$ cat src/design/ogta_pkg.sv
// ----------------------------------------------------------------------------
// ogta_pkg: shared types and constants for online greedy task assignment
// Holds table entry layouts, the controller command and status bundles and
// the fixed field widths used by the controller and the datapath.
// ----------------------------------------------------------------------------
package ogta_pkg;

  // Default number of entries in each table.
  localparam int DEF_TABLE_DEPTH = 256;
  // Copies per arrival are capped here and at the per-request result limit.
  localparam int MAX_COPIES   = 16;
  localparam int RESULT_LIMIT = 16;
  localparam int COPY_LIMIT   = (MAX_COPIES < RESULT_LIMIT) ? MAX_COPIES : RESULT_LIMIT;

  localparam int COORD_W = 16;
  localparam int TIME_W  = 16;
  localparam int END_W   = 17;
  localparam int FACT_W  = 16;
  localparam int GAIN_W  = 32;
  localparam int UTIL_W  = 48;
  localparam int IDX_W   = 8;
  localparam int CIDX_W  = 4;
  localparam int NCOPY_W = 5;

  // One worker table entry.
  typedef struct packed {
    logic [COORD_W-1:0] x;
    logic [COORD_W-1:0] y;
    logic [COORD_W-1:0] radius;
    logic [TIME_W-1:0]  beg_time;
    logic [END_W-1:0]   end_time;
    logic [FACT_W-1:0]  rate;
  } worker_entry_t;

  // One task table entry.
  typedef struct packed {
    logic [COORD_W-1:0] x;
    logic [COORD_W-1:0] y;
    logic [TIME_W-1:0]  beg_time;
    logic [END_W-1:0]   end_time;
    logic [FACT_W-1:0]  pay;
  } task_entry_t;

  // Commands from the controller to the datapath.
  typedef struct packed {
    logic              load;       // capture the accepted request
    logic              store;      // write the copy into its table, clear the scan
    logic              scan;       // issue scan reads while entries remain
    logic              commit;     // apply the match and load the result register
    logic [CIDX_W-1:0] copy_index;
    logic              last;
  } dp_cmd_t;

  // Status from the datapath to the controller.
  typedef struct packed {
    logic full;       // own table has no free slot
    logic scan_done;  // all reads issued and the compare pipeline drained
  } dp_sts_t;

endpackage

$ cat src/design/ogta_ctrl.sv
// ----------------------------------------------------------------------------
// ogta_ctrl: sequencing controller
// Accepts requests, walks through the unit copies of each arrival and steps
// every copy through store, scan (not when its table is full), commit and result delivery.
// ----------------------------------------------------------------------------
module ogta_ctrl (
  input  logic                      clk,
  input  logic                      rst_n,
  input  logic                      in_valid,
  output logic                      in_stall,
  input  logic [ogta_pkg::NCOPY_W-1:0] in_copies,
  output logic                      out_valid,
  input  logic                      out_stall,
  output ogta_pkg::dp_cmd_t         cmd,
  input  ogta_pkg::dp_sts_t         sts
);
  import ogta_pkg::*;

  localparam logic [2:0] ST_IDLE   = 3'd0;
  localparam logic [2:0] ST_STORE  = 3'd1;
  localparam logic [2:0] ST_SCAN   = 3'd2;
  localparam logic [2:0] ST_COMMIT = 3'd3;
  localparam logic [2:0] ST_RESULT = 3'd4;

  logic [2:0]         state_r, state_nxt;
  logic [NCOPY_W-1:0] copy_r, copy_nxt;
  logic [NCOPY_W-1:0] count_r, count_nxt;
  logic [NCOPY_W-1:0] clamped;
  logic               accept;
  logic               is_last;

  // Clamp the requested copy count.
  assign clamped = (in_copies > NCOPY_W'(COPY_LIMIT)) ? NCOPY_W'(COPY_LIMIT) : in_copies;
  assign accept  = in_valid && !in_stall;
  assign in_stall  = (state_r != ST_IDLE);
  assign out_valid = (state_r == ST_RESULT);
  assign is_last   = ((copy_r + NCOPY_W'(1)) == count_r);

  // Next state and copy counter.
  always_comb begin
    state_nxt = state_r;
    copy_nxt  = copy_r;
    count_nxt = count_r;
    unique case (state_r)
      ST_IDLE: begin
        if (accept && (clamped != '0)) begin
          state_nxt = ST_STORE;
          copy_nxt  = '0;
          count_nxt = clamped;
        end
      end
      ST_STORE: begin
        state_nxt = sts.full ? ST_COMMIT : ST_SCAN;
      end
      ST_SCAN: begin
        if (sts.scan_done) begin
          state_nxt = ST_COMMIT;
        end
      end
      ST_COMMIT: begin
        state_nxt = ST_RESULT;
      end
      ST_RESULT: begin
        if (!out_stall) begin
          if (is_last) begin
            state_nxt = ST_IDLE;
          end else begin
            state_nxt = ST_STORE;
            copy_nxt  = copy_r + NCOPY_W'(1);
          end
        end
      end
      default: begin
        state_nxt = ST_IDLE;
      end
    endcase
  end

  // Commands to the datapath.
  always_comb begin
    cmd            = '0;
    cmd.load       = accept;
    cmd.store      = (state_r == ST_STORE);
    cmd.scan       = (state_r == ST_SCAN);
    cmd.commit     = (state_r == ST_COMMIT);
    cmd.copy_index = copy_r[CIDX_W-1:0];
    cmd.last       = is_last;
  end

  always_ff @(posedge clk) begin
    if (!rst_n) begin
      state_r <= ST_IDLE;
      copy_r  <= '0;
      count_r <= '0;
    end else begin
      state_r <= state_nxt;
      copy_r  <= copy_nxt;
      count_r <= count_nxt;
    end
  end

endmodule

$ cat config.mk
export PLATFORM = sky130hd
export DESIGN_NAME = ogta_ctrl
export DESIGN_NICKNAME = d
export VERILOG_FILES = /design/src/design/ogta_pkg.sv /design/src/design/ogta_ctrl.sv
export SDC_FILE = /design/constraint.sdc
export NUM_CORES = 1
export LEC_CHECK = 0
export BUFFER_PORTS_ARGS = -buffer_cell sky130_fd_sc_hd__buf_2
export CORE_UTILIZATION = 45
export DETAILED_ROUTE_END_ITERATION = 7
export GPL_ROUTABILITY_DRIVEN = 0
export PLACE_DENSITY_LB_ADDON = 0.12
export SYNTH_ARGS = -nofsm -noshare
export SYNTH_HDL_FRONTEND = slang
export SYNTH_SLANG_ARGS = --single-unit
$ cat constraint.sdc
create_clock -name clk -period 1.6 [get_ports clk]
set_input_delay 0 -clock clk [delete_from_list [all_inputs] [get_ports clk]]
set_output_delay 0 -clock clk [all_outputs]
set_load 0.03 [all_outputs]
==> results of run 1 <==
how the worst max path moves through the flow:
| stage | slack [ns] | end | cells after the start | startpoint |
|---|---|---|---|---|
| finish | -0.04 | copy_r[0]$_SDFFE_PN0P_ | 7 | copy_r[1]$_SDFFE_PN0P_ |
| global route | -0.15 | copy_r[0]$_SDFFE_PN0P_ | 7 | copy_r[1]$_SDFFE_PN0P_ |
| CTS | -0.09 | copy_r[1]$_SDFFE_PN0P_ | 7 | copy_r[0]$_SDFFE_PN0P_ |
| detailed placement | -0.10 | copy_r[3]$_SDFFE_PN0P_ | 6 | copy_r[1]$_SDFFE_PN0P_ |
| global placement | -0.05 | copy_r[0]$_SDFFE_PN0P_ | 6 | copy_r[1]$_SDFFE_PN0P_ |
| floorplan | 0.0002 | copy_r[3]$_SDFFE_PN0P_ | 6 | copy_r[0]$_SDFFE_PN0P_ |
worst register-to-register path, delay by kind of cell (launching register included):
kind / cells / cell delay [ns]
xor+xnor: 1 / 0.17
fa+ha+maj: 1 / 0.25
buf+inv: 1 / 0.19
flops: 1 / 0.34
mux: 1 / 0.12
simple gates: 3 / 0.45
report_power, final:
part	switching (mW)	internal (mW)	leakage (nW)
registers	0.0216	0.341	0.108
clock network	0.104	0.0964	0.0150
logic	0.138	0.100	0.353
total	0.263	0.538	0.476
through the flow:
| step | cells | TNS [ns] | area [um2] |
|---|---|---|---|
| final | 149 | -0.204 | 1170 |
| after global routing | 149 | -0.922 | 1170 |
| after CTS | 147 | -0.370 | 1080 |
| after detailed placement | 140 | -0.434 | 967 |
| after global placement | 140 | -0.145 | 967 |
| after floorplan | 94 | 0 | 820 |
placed cells by master, fill, tap and decap left out, drive strengths merged, types with 3 or more instances in the layout:
| cell | Yosys | layout |
|---|---|---|
| buf | 6 | 34 |
| dfxtp | 13 | 13 |
| nand3 | 9 | 9 |
| nand2 | 7 | 7 |
| clkbuf | 3 | 5 |
| xnor2 | 5 | 5 |
| o21ai | 5 | 5 |
| nand3b | 4 | 4 |
| a21boi | 4 | 4 |
| o21a | 3 | 3 |
| nand2b | 3 | 3 |
| xor2 | 3 | 3 |
| nor4 | 3 | 3 |
cells by family after synthesis:
logic type                 after synthesis
AOI/OAI and AO/OA                       17
xor gates and xnor gates                 8
muxes                                    3
buffers and inverters                   11
adders and majority gates                1
DFF                                     13
and+or+nand+nor                         41
Yosys cell counts:
cell,n,area share (%)
nand3_1,9,5.5
or2_2,1,0.76
xor2_1,3,3.2
or3_1,1,0.76
nand2b_1,3,2.3
nand2_1,7,3.2
nor4_1,2,1.5
nor3b_1,2,1.8
or4_1,1,0.92
nor3_4,1,2.0
nor2b_1,2,1.5
or4b_2,1,1.2
clkbuf_1,3,1.4
nand4_1,2,1.5
buf_4,6,5.5
a221oi_1,1,1.1
o21a_1,3,2.7
ha_1,1,1.5
nor4b_1,1,1.1
mux2_2,1,1.4
and3b_1,1,1.1
nor2_2,1,0.76
nor2_1,1,0.46
a21oi_1,2,1.2
xnor2_1,5,5.3
o22ai_1,1,0.76
dfxtp_1,13,32
a22oi_1,1,0.92
o21ai_2,1,1.1
a21boi_0,4,3.7
nand3b_1,4,3.7
nor4_4,1,2.6
inv_1,2,0.92
o21ai_0,4,2.4
mux2i_1,2,2.4
sequential cells by signal, indices dropped and copies added (netlist names):
signal / cells
count_r: 5
state_r: 3
copy_r: 5
final cells by class:
| class | instances | area [um2] |
|---|---|---|
| flip-flops and latches | 13 | 267 |
| fillers | 142 | 533 |
| multi-input cells | 70 | 628 |
| well taps | 25 | 31.3 |
| repair buffers | 35 | 215 |
| inverters | 2 | 7.51 |
| clock buffers | 4 | 26.3 |
what timing repair did:
action,CTS,global route
setup buffers,3,2
resized for setup,12,15
setup endpoints to repair,7,8
pin swaps,7,10
layer usage:
metal	routed length, um	vias up	global-route usage [%]
li1	-	396	-
met1	872	362	28.1
met2	815	15	30.9
met3	68	4	2.45
met4	29	0	9.09
met5	0	-	0
==> flow_metrics.py, run 1 <==
metrics = {
    "status": {
        "status": "complete, but fails checks",
        "violations": "negative setup slack",
    },
    "global_route": {
        "grt_pass1_wl_mm": 2.93,
        "overflow": 0,
        "grt_max_degree": 20,
        "antenna_found_initial": 0,
        "grt_pass1_vias": 662,
        "grt_usage_pct": 20.1,
    },
    "job": {
        "drv_cap": 0,
    },
    "clock_tree": {
        "cts-root-buf": "clkbuf_4",
        "h-tree-depth": 1,
        "clock_insertion_delay_worst_skew_ns": 0.27,
        "clock_path_buffers": 2,
        "clk_pin_slew_ns": 0.08,
        "cts_hold_buf": 0,
        "cts_buffers": 3,
        "cts_tree": "built",
        "clkSinkCount": 13,
    },
    "sta": {
        "setup_viol": 7,
        "maxSlewViolCount": 0,
        "tightest_slew_ns": 0.425,
        "hold_viol": 0,
        "skew_ns": 0.00114,
        "period_share_pct": 103,
        "rsz0062_at_grt": "true",
        "finalCriticalPeriod_ns": 1.64,
        "hold_ws_ns": 0.0104,
        "max_slew_margin_pct": 71.7,
        "fmax_mhz": 609,
        "setup_slack_ns": -0.0431,
    },
    "worst_hold_path": {
        "min_to": "count_r[2]$_SDFFE_PN0P_",
        "min_from": "in_copies[2]",
        "hold_class": "primary input to register",
        "whs_path_depth": 3,
    },
    "power": {
        "p_total_mw": 0.801,
        "powerDensity_mw_per_mm2": 682,
        "irDropWorstVdd_uv": 460,
        "p_leak_nw": 0.476,
    },
    "yosys": {
        "synth_top_family_by_area": "simple AND/OR/NAND/NOR gates",
        "synth_fp_nets": 106,
        "synth_cell_types": 35,
        "synth_xor_area_share_pct": 8.55,
        "syn_inst": 94,
        "synth_compound_area_share_pct": 13.9,
        "syn_area_per_cell_um2": 8.72,
        "synth_seq_area_share_pct": 31.8,
        "yosys.area_share.simple_pct": 32.7,
        "synth_mux_area_share_pct": 3.82,
        "ys_seq_elements": 13,
        "synthesis.area_um2": 820,
        "synthAdderAreaFrac_pct": 1.53,
        "yosys_warnings": 0,
    },
    "setup_path": {
        "critPathMaxFanout": 5,
        "r2r-end": "copy_r[0]$_SDFFE_PN0P_",
        "ff2ff_path_depth": 7,
        "critPathRequiredTime_ns": 1.75,
        "path_delay_family": "simple AND/OR/NAND/NOR gates",
        "crit_buf_inv": 1,
        "slowest_delay_ns": 0.34,
        "crit_type": "register to register",
        "cp.arrival_ns": 1.79,
        "start_kind": "register",
        "slowest_stage": "dfxtp_2",
        "critical_path.cell_chain": "ha_4 -> xnor2_2 -> nand2_2 -> nor4_4 -> buf_4 -> nor3_4 -> mux2i_1",
        "regToRegStartpoint": "copy_r[1]$_SDFFE_PN0P_",
        "cp-end-kind": "register",
        "rrSetupSlack_ns": -0.04,
    },
    "floorplan": {
        "die_w_um": 44.7,
        "ios": 22,
        "chipHeight_um": 44.7,
        "die_area_mm2": 0.00200,
        "core_mm2": 0.00171,
        "start_util_pct": 48.0,
        "rows": 15,
    },
    "routing": {
        "post_drt_via_cell_ratio": 5.21,
        "routedWlPerCell_um": 12.0,
        "ant_nets": 0,
        "routed_wl_mm": 1.79,
        "first_pass_iters": 4,
        "drc": 0,
        "first_iter_violations": 14,
        "vias": 777,
    },
    "finish": {
        "areaGrowthSynthToFinish_pct": 43.4,
        "final_util_pct": 68.8,
        "drive_gt1_share_pct": 50.0,
        "n_antenna_cell": 0,
        "nets": 137,
    },
    "placed_design": {
        "dp_hpwl_mm": 1.25,
        "numPortBuffers": 21,
        "dpl_worst_slack_ns": -0.104,
    },
}
Note: power is estimated with default switching activity, not from simulation.
==> run 2: changes to the inputs <==
--- a/config.mk
+++ b/config.mk
@@ -9,7 +9,7 @@
 export CORE_UTILIZATION = 45
 export DETAILED_ROUTE_END_ITERATION = 7
 export GPL_ROUTABILITY_DRIVEN = 0
-export PLACE_DENSITY_LB_ADDON = 0.12
+export PLACE_DENSITY = 0.73
 export SYNTH_ARGS = -nofsm -noshare
 export SYNTH_HDL_FRONTEND = slang
 export SYNTH_SLANG_ARGS = --single-unit
==> flow_metrics.py, run 2 (synthesis results as in run 1) <==
metrics = {
    "status": {
        "status": "complete, but fails checks",
        "violations": "negative setup slack",
    },
    "global_route": {
        "grt_pass1_wl_mm": 3.06,
        "antenna_found_initial": 0,
        "grt_pass1_vias": 704,
        "grt_usage_pct": 20.5,
        "grt_max_degree": 20,
        "overflow": 0,
    },
    "finish": {
        "nets": 136,
        "final_cell_mix": "21 x buf_2, 13 x buf_4, 10 x dfxtp_1, 7 x nand3_1, 6 x nand2_1",
        "multi_input_area_um2": 596,
        "final_util_pct": 66.0,
        "nFillCells": 146,
        "finalNonFillerCells": 148,
        "seq_area_um2": 264,
        "final_common_cell": "buf_2",
        "reg_top3": "copy_r: 5 flops, count_r: 5 flops, state_r: 3 flops",
        "drive_gt1_share_pct": 46.3,
        "areaGrowthSynthToFinish_pct": 37.6,
        "n_antenna_cell": 0,
    },
    "floorplan": {
        "start_util_pct": 48.0,
        "ios": 22,
        "core_mm2": 0.00171,
        "die_w_um": 44.7,
        "rows": 15,
        "die_area_mm2": 0.00200,
        "chipHeight_um": 44.7,
    },
    "routing": {
        "first_pass_iters": 4,
        "drc": 0,
        "routedWlPerCell_um": 12.3,
        "first_iter_violations": 9,
        "post_drt_via_cell_ratio": 5.13,
        "vias": 759,
        "routed_wl_mm": 1.82,
        "ant_nets": 0,
    },
    "sta": {
        "skew_ns": 0.00434,
        "tns_ns": -0.129,
        "hold_viol": 0,
        "setup_viol": 5,
        "max_slew_margin_pct": 70.5,
        "finalCriticalPeriod_ns": 1.65,
        "maxSlewViolCount": 0,
        "fmax_mhz": 606,
        "tightest_slew_ns": 0.443,
        "rsz0062_at_grt": "true",
        "period_share_pct": 103,
        "setup_slack_ns": -0.0496,
    },
    "setup_path": {
        "slowest_delay_ns": 0.34,
        "rrSetupSlack_ns": -0.05,
        "cp-end-kind": "register",
        "critical_path.cell_chain": "ha_4 -> xnor2_2 -> nand2_2 -> nor4_4 -> buf_4 -> o21a_1 -> o21ai_0",
        "path_delay_family": "simple AND/OR/NAND/NOR gates",
        "ff2ff_path_depth": 7,
        "regToRegStartpoint": "copy_r[0]$_SDFFE_PN0P_",
        "start_kind": "register",
        "crit_buf_inv": 1,
        "critPathMaxFanout": 4,
        "critPathRequiredTime_ns": 1.74,
        "startpoint": "copy_r[0]$_SDFFE_PN0P_",
        "r2r-end": "copy_r[3]$_SDFFE_PN0P_",
        "slowest_stage": "dfxtp_2",
        "crit_type": "register to register",
        "cp.arrival_ns": 1.79,
    },
    "worst_hold_path": {
        "hold_class": "primary input to register",
        "min_from": "in_copies[1]",
        "whs_path_depth": 3,
        "min_to": "count_r[1]$_SDFFE_PN0P_",
    },
    "power": {
        "powerDensity_mw_per_mm2": 701,
        "p_leak_nw": 0.469,
        "irDropWorstVdd_uv": 548,
    },
    "job": {
        "drv_cap": 0,
    },
    "clock_tree": {
        "cts_hold_buf": 0,
        "h-tree-depth": 1,
        "clock_path_buffers": 2,
        "clk_pin_slew_ns": 0.08,
        "cts-root-buf": "clkbuf_4",
        "cts_tree": "built",
        "clkSinkCount": 13,
        "cts_buffers": 3,
        "clock_insertion_delay_worst_skew_ns": 0.27,
    },
    "placed_design": {
        "dp_hpwl_mm": 1.34,
        "dpl_worst_slack_ns": -0.150,
        "numPortBuffers": 21,
        "dp_cells": 141,
    },
}
run 2: cell count changes in the layout (fill, tap and decap cells not counted), moves of 2 or more:
cell	delta
buf_2	+2
dfxtp_2	-2
dfxtp_1	+2
buf_4	-2
run 2: report_power, final:
part / total (mW) / switching [mW] / internal, mW
combinational: 0.238 / 0.140 / 0.0976
clock: 0.194 / 0.0979 / 0.0963
sequential: 0.358 / 0.0179 / 0.340
run 2: what timing repair did:
item	4_1_cts	5_1_grt
buffers inserted	2	1
gates resized for setup	12	5
pin swaps	8	6
setup endpoints to repair	7	7
run 2: area by class of cell:
class | count | share of cell area (%)
multi-input combinational | 70 | 52.8
sequential | 13 | 23.4
timing repair buffer | 34 | 18.0
tap | 25 | 2.77
clock buffer | 4 | 2.33
inverter | 2 | 0.666
run 2: worst register-to-register path, delay by kind of cell (launching register included):
family	cells	cell delay, ns
adder cells (fa/ha/maj)	1	0.28
AND/OR/NAND/NOR	2	0.38
flip-flops	1	0.34
buffers and inverters	1	0.19
AO/OA/AOI/OAI	2	0.21
XOR/XNOR	1	0.11
run 2: worst max path at each step:
stage                             endpoint  slack [ns]  depth (start not counted)
finish              copy_r[3]$_SDFFE_PN0P_       -0.05                          7
global route        copy_r[1]$_SDFFE_PN0P_       -0.12                          7
CTS                 copy_r[1]$_SDFFE_PN0P_       -0.09                          7
detailed placement  copy_r[3]$_SDFFE_PN0P_       -0.15                          6
global placement    copy_r[0]$_SDFFE_PN0P_       -0.02                          6
floorplan           copy_r[3]$_SDFFE_PN0P_      0.0002                          6
run 2: layer usage:
| metal | GRT usage, % | vias to the layer above | part of all wire, % |
|---|---|---|---|
| met4 | 5.45 | 0 | 0.33 |
| li1 | - | 393 | - |
| met5 | 0 | - | 0 |
| met2 | 33.2 | 17 | 47 |
| met3 | 2.45 | 2 | 3.1 |
| met1 | 28.6 | 347 | 50 |
run 2: through the flow:
stage	hold WS, ns	total power [mW]	instance area, um2
after detailed placement	0.308	0.584	975
final	0.0193	0.790	1130
after global routing	0.0328	0.833	1130
after global placement	0.295	0.581	975
after CTS	0.0224	0.789	1080
after floorplan	0.160	0.519	820
